===== src/rtl/stl_pkg.sv =====
// Shared constants and character helpers of the streaming Scheme token lexer.
package stl_pkg;

  localparam int unsigned TypeBits = 3;
  localparam int unsigned ByteBits = 8;
  localparam int unsigned KwLen    = 6;

  localparam logic [TypeBits-1:0] TokEnd     = 3'd0;
  localparam logic [TypeBits-1:0] TokIdent   = 3'd1;
  localparam logic [TypeBits-1:0] TokKeyword = 3'd2;
  localparam logic [TypeBits-1:0] TokNumber  = 3'd3;
  localparam logic [TypeBits-1:0] TokString  = 3'd4;
  localparam logic [TypeBits-1:0] TokLparen  = 3'd5;
  localparam logic [TypeBits-1:0] TokRparen  = 3'd6;
  localparam logic [TypeBits-1:0] TokHash    = 3'd7;

  localparam logic [ByteBits-1:0] ChLparen  = 8'h28;
  localparam logic [ByteBits-1:0] ChRparen  = 8'h29;
  localparam logic [ByteBits-1:0] ChHash    = 8'h23;
  localparam logic [ByteBits-1:0] ChQuote   = 8'h22;
  localparam logic [ByteBits-1:0] ChSemi    = 8'h3B;
  localparam logic [ByteBits-1:0] ChNewline = 8'h0A;
  localparam logic [ByteBits-1:0] ChDot     = 8'h2E;

  // Characters of the keyword "define", indexed by match count.
  function automatic logic [ByteBits-1:0] kw_char(input logic [2:0] idx);
    logic [ByteBits-1:0] c;
    case (idx)
      3'd0:    c = 8'h64;
      3'd1:    c = 8'h65;
      3'd2:    c = 8'h66;
      3'd3:    c = 8'h69;
      3'd4:    c = 8'h6E;
      3'd5:    c = 8'h65;
      default: c = 8'h00;
    endcase
    return c;
  endfunction

  function automatic logic is_digit(input logic [ByteBits-1:0] b);
    return (b >= 8'h30) && (b <= 8'h39);
  endfunction

  function automatic logic is_letter(input logic [ByteBits-1:0] b);
    return ((b >= 8'h61) && (b <= 8'h7A)) || ((b >= 8'h41) && (b <= 8'h5A));
  endfunction

  function automatic logic is_ident_start(input logic [ByteBits-1:0] b);
    logic r;
    case (b)
      8'h21, 8'h24, 8'h25, 8'h26, 8'h2A, 8'h2B, 8'h2D, 8'h2F,
      8'h3A, 8'h3C, 8'h3D, 8'h3E, 8'h3F, 8'h5E, 8'h5F, 8'h7E: r = 1'b1;
      default: r = is_letter(b);
    endcase
    return r;
  endfunction

  function automatic logic is_ident_cont(input logic [ByteBits-1:0] b);
    return is_ident_start(b) || is_digit(b) || (b == ChDot);
  endfunction

endpackage


===== src/rtl/stl_if.sv =====
// Handshake interfaces for the lexer's byte input and token output channels.
interface stl_in_if;
  logic                          valid;
  logic                          ready;
  logic                          kind;
  logic [stl_pkg::ByteBits-1:0]  text_byte;

  modport source (output valid, output kind, output text_byte, input ready);
  modport sink   (input valid, input kind, input text_byte, output ready);
endinterface

interface stl_out_if #(
  parameter int unsigned OFFSET_BITS = 16
);
  logic                          valid;
  logic                          ready;
  logic [stl_pkg::TypeBits-1:0]  token_type;
  logic [OFFSET_BITS-1:0]        token_start;
  logic [OFFSET_BITS:0]          token_end;
  logic                          last_token;
  logic                          position_overflow;

  modport source (output valid, output token_type, output token_start, output token_end,
                  output last_token, output position_overflow, input ready);
  modport sink   (input valid, input token_type, input token_start, input token_end,
                  input last_token, input position_overflow, output ready);
endinterface


===== src/rtl/scheme_token_lexer.sv =====
// Streaming Scheme lexer: one source byte per item in, tokens with offsets out.
//
// Input channel text_i carries one item per byte (kind = 0) or the end of the
// text (kind = 1). Output channel token_o carries tokens with type, start and
// end offsets; the END token that closes a text has last_token set.
// A byte is classified against the scan state in the accepting cycle and the
// state is updated at that edge; the tokens it closes (zero, one or two) are
// written into a four-entry output queue, so a token is registered before it
// reaches the output. The lexer takes one byte per cycle while the queue has
// room for two tokens; a byte that closes two tokens is absorbed by the queue
// when the receiver keeps up. When the receiver stalls the queue fills and
// text_i.ready drops; nothing is lost. Reset empties the queue and returns
// the scan state to idle at offset zero. End offsets saturate at
// 2^OFFSET_BITS and start offsets at 2^OFFSET_BITS-1; position_overflow is
// raised from the first byte beyond that range until the END token.
module scheme_token_lexer #(
  parameter int unsigned OFFSET_BITS = 16
) (
  input  logic      clk_i,
  input  logic      rst_ni,
  stl_in_if.sink    text_i,
  stl_out_if.source token_o
);

  localparam int unsigned PosBits = OFFSET_BITS + 1;

  typedef enum logic [2:0] {
    ModeIdle,
    ModeIdent,
    ModeNumber,
    ModeString,
    ModeComment
  } mode_e;

  typedef struct packed {
    logic [stl_pkg::TypeBits-1:0] ttype;
    logic [OFFSET_BITS-1:0]       start;
    logic [OFFSET_BITS:0]         stop;
    logic                         last;
    logic                         ovf;
  } tok_t;

  mode_e                  mode_q, mode_d;
  logic [PosBits-1:0]     pos_q, pos_d;
  logic [OFFSET_BITS-1:0] open_start_q, open_start_d;
  logic [2:0]             kw_cnt_q, kw_cnt_d;
  logic                   kw_mis_q, kw_mis_d;
  logic                   ovf_q, ovf_d;

  logic                   accept;
  logic [stl_pkg::ByteBits-1:0] b;
  logic [OFFSET_BITS-1:0] start_sat;
  logic [PosBits-1:0]     end_one;
  logic                   ovf_tok;
  logic                   close_vld, disp_vld;
  tok_t                   close_tok, disp_tok;
  logic                   ident_kw;

  // Output queue.
  tok_t       q_mem [4];
  logic [1:0] rd_ptr_q, wr_ptr_q;
  logic [2:0] cnt_q;
  logic       pop;
  logic [1:0] push_n;
  tok_t       wr0, wr1;

  assign accept    = text_i.valid && text_i.ready;
  assign text_i.ready = (cnt_q <= 3'd2);
  assign b         = text_i.text_byte;
  assign start_sat = pos_q[OFFSET_BITS] ? {OFFSET_BITS{1'b1}} : pos_q[OFFSET_BITS-1:0];
  assign end_one   = pos_q[OFFSET_BITS] ? pos_q : pos_q + PosBits'(1);
  assign ident_kw  = !kw_mis_q && (kw_cnt_q == 3'(stl_pkg::KwLen));

  always_comb begin
    mode_d       = mode_q;
    pos_d        = pos_q;
    open_start_d = open_start_q;
    kw_cnt_d     = kw_cnt_q;
    kw_mis_d     = kw_mis_q;
    ovf_d        = ovf_q;
    close_vld    = 1'b0;
    disp_vld     = 1'b0;
    ovf_tok      = ovf_q;
    close_tok    = '{ttype: stl_pkg::TokIdent, start: open_start_q, stop: pos_q,
                     last: 1'b0, ovf: 1'b0};
    disp_tok     = '{ttype: stl_pkg::TokEnd, start: start_sat, stop: end_one,
                     last: 1'b0, ovf: 1'b0};

    if (text_i.kind) begin
      // End of text: close what is open, then the END token; state resets.
      case (mode_q)
        ModeIdent: begin
          close_vld       = 1'b1;
          close_tok.ttype = ident_kw ? stl_pkg::TokKeyword : stl_pkg::TokIdent;
        end
        ModeNumber: begin
          close_vld       = 1'b1;
          close_tok.ttype = stl_pkg::TokNumber;
        end
        ModeString: begin
          close_vld       = 1'b1;
          close_tok.ttype = stl_pkg::TokString;
        end
        default: ;
      endcase
      disp_vld       = 1'b1;
      disp_tok.ttype = stl_pkg::TokEnd;
      disp_tok.stop  = pos_q;
      disp_tok.last  = 1'b1;
      mode_d         = ModeIdle;
      pos_d          = '0;
      open_start_d   = '0;
      kw_cnt_d       = '0;
      kw_mis_d       = 1'b0;
      ovf_d          = 1'b0;
    end else begin
      logic dispatch;
      dispatch = 1'b0;
      ovf_tok  = ovf_q | pos_q[OFFSET_BITS];
      ovf_d    = ovf_tok;
      pos_d    = end_one;
      case (mode_q)
        ModeIdent: begin
          if (stl_pkg::is_ident_cont(b)) begin
            if (!kw_mis_q && (kw_cnt_q < 3'(stl_pkg::KwLen))) begin
              if (b == stl_pkg::kw_char(kw_cnt_q)) kw_cnt_d = kw_cnt_q + 3'd1;
              else kw_mis_d = 1'b1;
            end
          end else begin
            close_vld       = 1'b1;
            close_tok.ttype = ident_kw ? stl_pkg::TokKeyword : stl_pkg::TokIdent;
            dispatch        = 1'b1;
          end
        end
        ModeNumber: begin
          if (!stl_pkg::is_digit(b)) begin
            close_vld       = 1'b1;
            close_tok.ttype = stl_pkg::TokNumber;
            dispatch        = 1'b1;
          end
        end
        ModeString: begin
          if (b == stl_pkg::ChQuote) begin
            close_vld       = 1'b1;
            close_tok.ttype = stl_pkg::TokString;
            close_tok.stop  = end_one;
            mode_d          = ModeIdle;
          end
        end
        ModeComment: begin
          if (b == stl_pkg::ChNewline) mode_d = ModeIdle;
        end
        default: dispatch = 1'b1;
      endcase

      // A byte that ends an identifier or number, or any byte in idle mode, starts afresh.
      if (dispatch) begin
        mode_d = ModeIdle;
        if (b == stl_pkg::ChLparen) begin
          disp_vld       = 1'b1;
          disp_tok.ttype = stl_pkg::TokLparen;
        end else if (b == stl_pkg::ChRparen) begin
          disp_vld       = 1'b1;
          disp_tok.ttype = stl_pkg::TokRparen;
        end else if (b == stl_pkg::ChHash) begin
          disp_vld       = 1'b1;
          disp_tok.ttype = stl_pkg::TokHash;
        end else if (b == stl_pkg::ChQuote) begin
          mode_d       = ModeString;
          open_start_d = start_sat;
        end else if (b == stl_pkg::ChSemi) begin
          mode_d = ModeComment;
        end else if (stl_pkg::is_digit(b)) begin
          mode_d       = ModeNumber;
          open_start_d = start_sat;
        end else if (stl_pkg::is_ident_start(b)) begin
          mode_d       = ModeIdent;
          open_start_d = start_sat;
          kw_mis_d     = (b != stl_pkg::kw_char(3'd0));
          kw_cnt_d     = kw_mis_d ? 3'd0 : 3'd1;
        end
      end
    end

    close_tok.ovf = ovf_tok;
    disp_tok.ovf  = ovf_tok;
  end

  always_ff @(posedge clk_i or negedge rst_ni) begin
    if (!rst_ni) begin
      mode_q       <= ModeIdle;
      pos_q        <= '0;
      open_start_q <= '0;
      kw_cnt_q     <= '0;
      kw_mis_q     <= 1'b0;
      ovf_q        <= 1'b0;
    end else if (accept) begin
      mode_q       <= mode_d;
      pos_q        <= pos_d;
      open_start_q <= open_start_d;
      kw_cnt_q     <= kw_cnt_d;
      kw_mis_q     <= kw_mis_d;
      ovf_q        <= ovf_d;
    end
  end

  // Up to two tokens enter the queue per item, the closed token first.
  assign push_n = accept ? ({1'b0, close_vld} + {1'b0, disp_vld}) : 2'd0;
  assign wr0    = close_vld ? close_tok : disp_tok;
  assign wr1    = disp_tok;
  assign pop    = token_o.valid && token_o.ready;

  always_ff @(posedge clk_i) begin
    if (push_n != 2'd0) q_mem[wr_ptr_q] <= wr0;
    if (push_n == 2'd2) q_mem[wr_ptr_q + 2'd1] <= wr1;
  end

  always_ff @(posedge clk_i or negedge rst_ni) begin
    if (!rst_ni) begin
      rd_ptr_q <= '0;
      wr_ptr_q <= '0;
      cnt_q    <= '0;
    end else begin
      wr_ptr_q <= wr_ptr_q + push_n;
      rd_ptr_q <= rd_ptr_q + {1'b0, pop};
      cnt_q    <= cnt_q + {1'b0, push_n} - {2'b00, pop};
    end
  end

  assign token_o.valid             = (cnt_q != 3'd0);
  assign token_o.token_type        = q_mem[rd_ptr_q].ttype;
  assign token_o.token_start       = q_mem[rd_ptr_q].start;
  assign token_o.token_end         = q_mem[rd_ptr_q].stop;
  assign token_o.last_token        = q_mem[rd_ptr_q].last;
  assign token_o.position_overflow = q_mem[rd_ptr_q].ovf;

endmodule

===== src/flat_wrapper.sv =====
// flat-port wrapper written by rule: the top's interface ports become plain ports
module scheme_token_lexer_flat 
#(
  parameter int unsigned OFFSET_BITS = 16
)
  (clk_i, rst_ni, text_i_valid, text_i_kind, text_i_text_byte, text_i_ready, token_o_valid, token_o_token_type, token_o_token_start, token_o_token_end, token_o_last_token, token_o_position_overflow, token_o_ready);
  stl_in_if text_i_i ();
  stl_out_if #(.OFFSET_BITS(OFFSET_BITS)) token_o_i ();
  input  logic clk_i;
  input  logic rst_ni;
  input wire logic [$bits(text_i_i.valid)-1:0] text_i_valid;
  input wire logic [$bits(text_i_i.kind)-1:0] text_i_kind;
  input wire logic [$bits(text_i_i.text_byte)-1:0] text_i_text_byte;
  output wire logic [$bits(text_i_i.ready)-1:0] text_i_ready;
  output wire logic [$bits(token_o_i.valid)-1:0] token_o_valid;
  output wire logic [$bits(token_o_i.token_type)-1:0] token_o_token_type;
  output wire logic [$bits(token_o_i.token_start)-1:0] token_o_token_start;
  output wire logic [$bits(token_o_i.token_end)-1:0] token_o_token_end;
  output wire logic [$bits(token_o_i.last_token)-1:0] token_o_last_token;
  output wire logic [$bits(token_o_i.position_overflow)-1:0] token_o_position_overflow;
  input wire logic [$bits(token_o_i.ready)-1:0] token_o_ready;
  assign text_i_i.valid = text_i_valid;
  assign text_i_i.kind = text_i_kind;
  assign text_i_i.text_byte = text_i_text_byte;
  assign text_i_ready = text_i_i.ready;
  assign token_o_valid = token_o_i.valid;
  assign token_o_token_type = token_o_i.token_type;
  assign token_o_token_start = token_o_i.token_start;
  assign token_o_token_end = token_o_i.token_end;
  assign token_o_last_token = token_o_i.last_token;
  assign token_o_position_overflow = token_o_i.position_overflow;
  assign token_o_i.ready = token_o_ready;
  scheme_token_lexer #(.OFFSET_BITS(OFFSET_BITS)) u_core (.clk_i(clk_i), .rst_ni(rst_ni), .text_i(text_i_i), .token_o(token_o_i));
endmodule

===== config.mk =====
export PLATFORM = sky130hd
export DESIGN_NAME = scheme_token_lexer_flat
export DESIGN_NICKNAME = d
export VERILOG_FILES = /design/src/rtl/stl_pkg.sv /design/src/rtl/stl_if.sv /design/src/rtl/scheme_token_lexer.sv /design/src/flat_wrapper.sv
export SDC_FILE = /design/constraint.sdc
export NUM_CORES = 1
export LEC_CHECK = 0
export BUFFER_PORTS_ARGS = -buffer_cell sky130_fd_sc_hd__buf_2
export CORE_UTILIZATION = 56
export CTS_CLUSTER_DIAMETER = 40
export DETAILED_ROUTE_END_ITERATION = 10
export GPL_TIMING_DRIVEN = 0
export PLACE_DENSITY = 0.83
export SYNTH_ARGS = -nofsm -noshare
export SYNTH_HDL_FRONTEND = slang
export SYNTH_SLANG_ARGS = --single-unit

===== constraint.sdc =====
create_clock -name clk_i -period 4.9 [get_ports clk_i]
set_clock_uncertainty 0.15 [all_clocks]
set_input_delay 1.225 -clock clk_i [delete_from_list [all_inputs] [get_ports clk_i]]
set_output_delay 1.225 -clock clk_i [all_outputs]
set_load 0.01 [all_outputs]

# Word-level counts from Yosys, hierarchy flattened
# Memories as Yosys holds them, arrays and structs flattened.
# Cells that the tools add are included.
[totals]
regBits = 48
ramBits = 152
input_bits = 13
out_inout_bits = 40
elab_cells = 196
n_memories = 1
[memory_table]
columns = ["memory", "depth", "word_bits", "rd", "rd_ports_with_merged_regs", "write_ports", "line_no", "source"]
rows = [
  ["u_core.q_mem", 4, 38, 1, 0, 2, "scheme_token_lexer.sv:60", "tok_t q_mem [4];"],
]
[op_classes]
n_addsub = 8
order_cmp = 8
n_eq_ne = 42
n_mux = 104
bitwise = 1
n_reduce_logical = 23
[op_table]
columns = ["operator", "count"]
rows = [
  ["$mux 16", 10],
  ["$eq 8x6->1 const B", 19],
  ["$mux 3", 31],
  ["$mux 17", 5],
  ["$mux 1", 43],
  ["$mux 38", 1],
  ["$pmux 7 s5", 1],
  ["$mux 8", 4],
  ["$eq 8x7->1 const B", 3],
  ["$mux 18", 1],
  ["$pmux 3 s3", 2],
  ["$add 17x1->17 const B", 1],
  ["$ge 8x7->1 const B", 2],
  ["$le 8x7->1 const B", 2],
  ["$reduce_or 16->1", 1],
  ["$eq 3x2->1 const B", 4],
  ["$eq 3x3->1 const B", 4],
  ["$eq 8x4->1 const B", 1],
  ["$eq 8x8->1", 1],
  ["$ge 8x6->1 const B", 1],
  ["$le 8x6->1 const B", 1],
  ["$ne 4x2->1 const B", 2],
  ["$ne 8x7->1 const B", 1],
  ["$reduce_bool 4->1", 2],
  ["27 further kinds", 43],
]

# Longest topological paths before layout
[depth]
word_depth = 25
depth_mapped = 17
ltp_nobuf = 14

# Least setup slack after synthesis
# OpenSTA, ideal clock, no wires.
[synth_timing]
kind = "input to register"
from = "input text_i_text_byte[6]"
to = "memory u_core.q_mem[2][0] in the netlist's numbering (enable)"
setup_time_ps = 446
t_arrival_ps = 5422
required_time_ps = 4304
slack_ps = -1117
cell_stages = 13
path_buffers = 2
path_cell_list = "buf_2 -> nor3b_4 -> and4b_4 -> a211oi_2 -> a21oi_2 -> a21boi_4 -> nand2_1 -> o21ai_0 -> ha_1 -> clkbuf_1 -> nor3b_1 -> o21ai_0 -> a21oi_1"
[synth_lines]
columns = ["element", "line_no", "source"]
rows = [
  ["start: declaration", "flat_wrapper.sv:13", "input wire logic [$bits(text_i_i.text_byte)-1:0] text_i_text_byte;"],
  ["end: declaration", "scheme_token_lexer.sv:60", ""],
]

==> results.md <==
| Result | This run | Unit |
|---|---|---|
| Number of global-route vias before repair | 7368 | - |
| Final critical path time including I/O delays and setup | 4690 | ps |
| Status | finished, final reports clean | - |
| DP Cell Count | 1166 | - |
| Unrepaired setup endpoints after global routing | no | - |
| Count of distinct cell types in the synthesized netlist | 66 | - |
| Type of destination of the critical path | flip-flop | - |
| Count of buffers from port buffering | 48 | - |
| Die Footprint | 20200 | um^2 |
| Crit path arrival time | 4730 | ps |
| Fraction of synthesized area in multiplexers | 17.6 | % |
| Tightest Pin Transition | 1240 | ps |
| Maximum clock insertion buffer count | 2 | - |
| First DRT Iteration DRCs | 784 | - |
| Pwr Density | 491 | nW/um^2 |
| Hold Path Cell Cnt | 1 | - |
| Worst Hold Endpoint | u_core.cnt_q[2] | - |
| Pin count of the biggest net entering global routing | 49 | - |
| Data required, critical path | 4930 | ps |
| Number of warnings reported in the yosys synthesis log | 0 | - |
| Xor/xnor cell area share of the yosys netlist | 5.10 | % |
| Arithmetic-cell share of the synthesized area counting full adders, half adders and majority gates | 1.66 | % |
| R2R Path End | u_core.q_mem[2][25] | - |
| Count of final setup violators | 0 | - |
| Clock sink count | 200 | - |
| Standard-cell rows | 50 | - |
| Top FF cell, synth | edfxtp_1 | - |
| Leak | 4.57 | nW |
| Combinational family with the most area after synthesis | multiplexers | - |
| Overall fraction of global-route tracks in use | 26.4 | % |
| Synth cell count leaders | edfxtp_1 (152), nand2_1 (86), xnor2_1 (59) | - |
| Final cell utilization of the core | 65.8 | % |
| Leading area contributor after synthesis | edfxtp_1 | - |
| Antenna violations before repair | 0 | - |
| Avg Cell Area, Syn | 12.8 | um^2 |
| Number of synthesized register bits | 200 | - |
| Die width | 142 | um |
| Cell types with the largest area share after synthesis | edfxtp_1 (42%), dfrtp_1 (11%), mux4_2 (7.8%) | - |
| Post-Syn Area | 11000 | um^2 |
| Syn nets | 883 | - |
| HP Start | u_core.cnt_q[2] | - |
| Path depth of the worst reg2reg path | 15 | - |
| Number of instances in the synthesized netlist | 856 | - |
| Worst flop-to-flop path startpoint | u_core.mode_q[2] | - |
| Maximum Capacitance Violations | 0 | - |
| Clock-pin slew of the registers on the worst-case setup and hold paths | 70 | ps |
| Top Ports | 53 | - |
| Post-synthesis compound-gate area fraction | 9.15 | % |
| Simple-gate share of the synthesized area | 11.0 | % |
| HPWL after detailed placement | 17100 | um |
| FF-to-FF setup slack | 690 | ps |
| Count of unresolved DRC violations after routing | 0 | - |
| Final RePlAce weighted congestion | 0.925 | - |
| Post-DR wirelength/cell | 21.0 | um |
| Count of filler cells inserted in the layout | 1338 | - |
| Most frequently used cell type in the post-synthesis netlist | edfxtp_1 | - |
| HP Class | reg -> reg | - |
| Fraction of the cycle the final worst path needs | 95.8 | % |
| TritonCTS clock tree | yes | - |
| H-Tree Depth | 4 | - |
| Wire length of the first global-routing pass | 39800 | um |
| CTS Buf Count | 17 | - |
| Post-synthesis async set-or-reset flop share | 24.0 | % |
| Drt via density | 6.21 | - |
| Post-cts hold buffer count | 0 | - |
| Max Freq | 213 | MHz |
| Non-filler cells, final | 1218 | - |
| Initial standard-cell utilization of the core | 58.0 | % |
| Wirelength, routed | 25600 | um |
| Root Driver | clkbuf_16 | - |
| Latest clock arrival within the worst-skew pair | 440 | ps |
| Ratio of cells with drive above 1 in the final layout | 28.7 | % |
| Total power of the final layout | 6.12 | mW |
| Setup TNS | 0 | ps |
| Sequential cell area fraction in the yosys report | 52.4 | % |
| Final Hold Violating Endpoints | 0 | - |
| Antenna Nets Post-Route | 0 | - |
| Core Box Area | 19000 | um^2 |
| Yosys top cell area share | 41.5 | % |
| Fin nets | 972 | - |
| Number of synthesized flops with an enable pin | 152 | - |
| Peak fanout along the critical path | 10 | - |
| Drt first pass iters | 8 | - |
| Critical Path Start Type | primary input | - |
| WS Path Type | in -> reg | - |
| Synth-to-layout area growth | 13.5 | % |
| Via count | 7568 | - |
| Relative slew margins | 17.6 | % |
| Remaining global-route overflow | 0 | - |
| Floorplan die height | 142 | um |
| Worst VDD drop | 259 | uV |
| Number of diodes added for antenna fixing | 0 | - |
| Pins Over Slew Limit | 0 | - |
[sequential cells by signal, summed over array words and instances (netlist names)]
| register | flops |
|---|---|
| u_core.kw_mis_q | 1 |
| u_core.ovf_q | 1 |
| u_core.rd_ptr_q | 2 |
| u_core.wr_ptr_q | 2 |
| u_core.mode_q | 3 |
| u_core.q_mem | 152 |
| u_core.cnt_q | 3 |
| u_core.pos_q | 17 |
| u_core.open_start_q | 16 |
| u_core.kw_cnt_q | 3 |
[power breakdown]
group | internal [mW] | switching (mW)
Combinational | 1.09 | 1.40
Clock | 0.734 | 0.645
Sequential | 2.15 | 0.108
Total | 3.97 | 2.15
[what timing repair did]
| action | CTS | global route |
|---|---|---|
| pin swaps | 2 | 3 |
| setup endpoints to repair | 136 | 103 |
| gates resized for setup | 5 | 19 |
| buffers inserted | 3 | 17 |
[layout make-up]
cell class | count | area [um^2] | share of cell area, %
inverter | 16 | 60.1 | 0.481
buffer | 60 | 293 | 2.35
tap | 260 | 325 | 2.61
sequential | 200 | 5770 | 46.2
multi-input combinational | 579 | 5010 | 40.1
timing repair buffer | 71 | 458 | 3.67
clock inverter | 13 | 120 | 0.962
clock buffer | 19 | 453 | 3.63
[routing by layer]
metal	global-route usage, %	vias to the layer above	share of wire [%]
li1	-	3409	-
met3	5.42	57	7.1
met1	33.6	3764	40
met5	0	-	0
met2	43.4	338	49
met4	12.1	0	3.3
[layout by cell type (no fill, tap or decap), drive strengths merged, types with 16 or more instances in the layout]
cell / n
dfrtp: 48
mux2: 69
o21ai: 38
nor2: 34
a21oi: 32
inv: 19
nand2: 86
xnor2: 59
edfxtp: 152
or2: 19
clkbuf: 58
mux2i: 17
nor3: 18
a32o: 16
mux4: 38
buf: 92
[worst max path at each step]
stage	start	end	slack (ps)
after detailed placement	text_i_text_byte[2]	u_core.q_mem[3][32]	-910
after global placement	text_i_text_byte[2]	u_core.q_mem[3][30]	-900
after global routing	u_core.rd_ptr_q[0]	token_o_token_end[16]	20
after CTS	text_i_text_byte[6]	u_core.q_mem[1][8]	4
final	text_i_text_byte[5]	u_core.q_mem[2][25]	210
after floorplan	text_i_text_byte[6]	u_core.q_mem[1][26]	-40
[critical path: stages]
cell	delay (ps)
buf_2	150
nor3b_4	290
buf_4	170
and4b_4	280
a211oi_2	100
a21oi_2	150
a21boi_4	200
nand2_1	60
o21ai_0	120
ha_2	410
nor3b_2	270
and3_1	190
clkbuf_2	180
nor4b_2	90
a31oi_4	260
buf_4	210
mux2_2	340
[cells by family (layout without fill, tap and decap cells)]
kind of cell / count (synthesis) / in the layout
and+or+nand+nor: 239 / 239
DFF: 200 / 200
AOI/OAI and AO/OA: 138 / 138
muxes: 124 / 124
buffers and inverters: 77 / 179
xor gates and xnor gates: 64 / 64
adders and majority gates: 14 / 14
[stage by stage]
stage | instance area [um^2] | hold WS (ps) | setup slack [ps]
after floorplan | 11100 | 330 | -36.1
after global placement | 11600 | 345 | -897
after detailed placement | 11700 | 355 | -912
after CTS | 12300 | 366 | 3.74
after global routing | 12500 | 406 | 20.0
final | 12500 | 362 | 207
No activity file was read; power rests on OpenSTA's default activity.
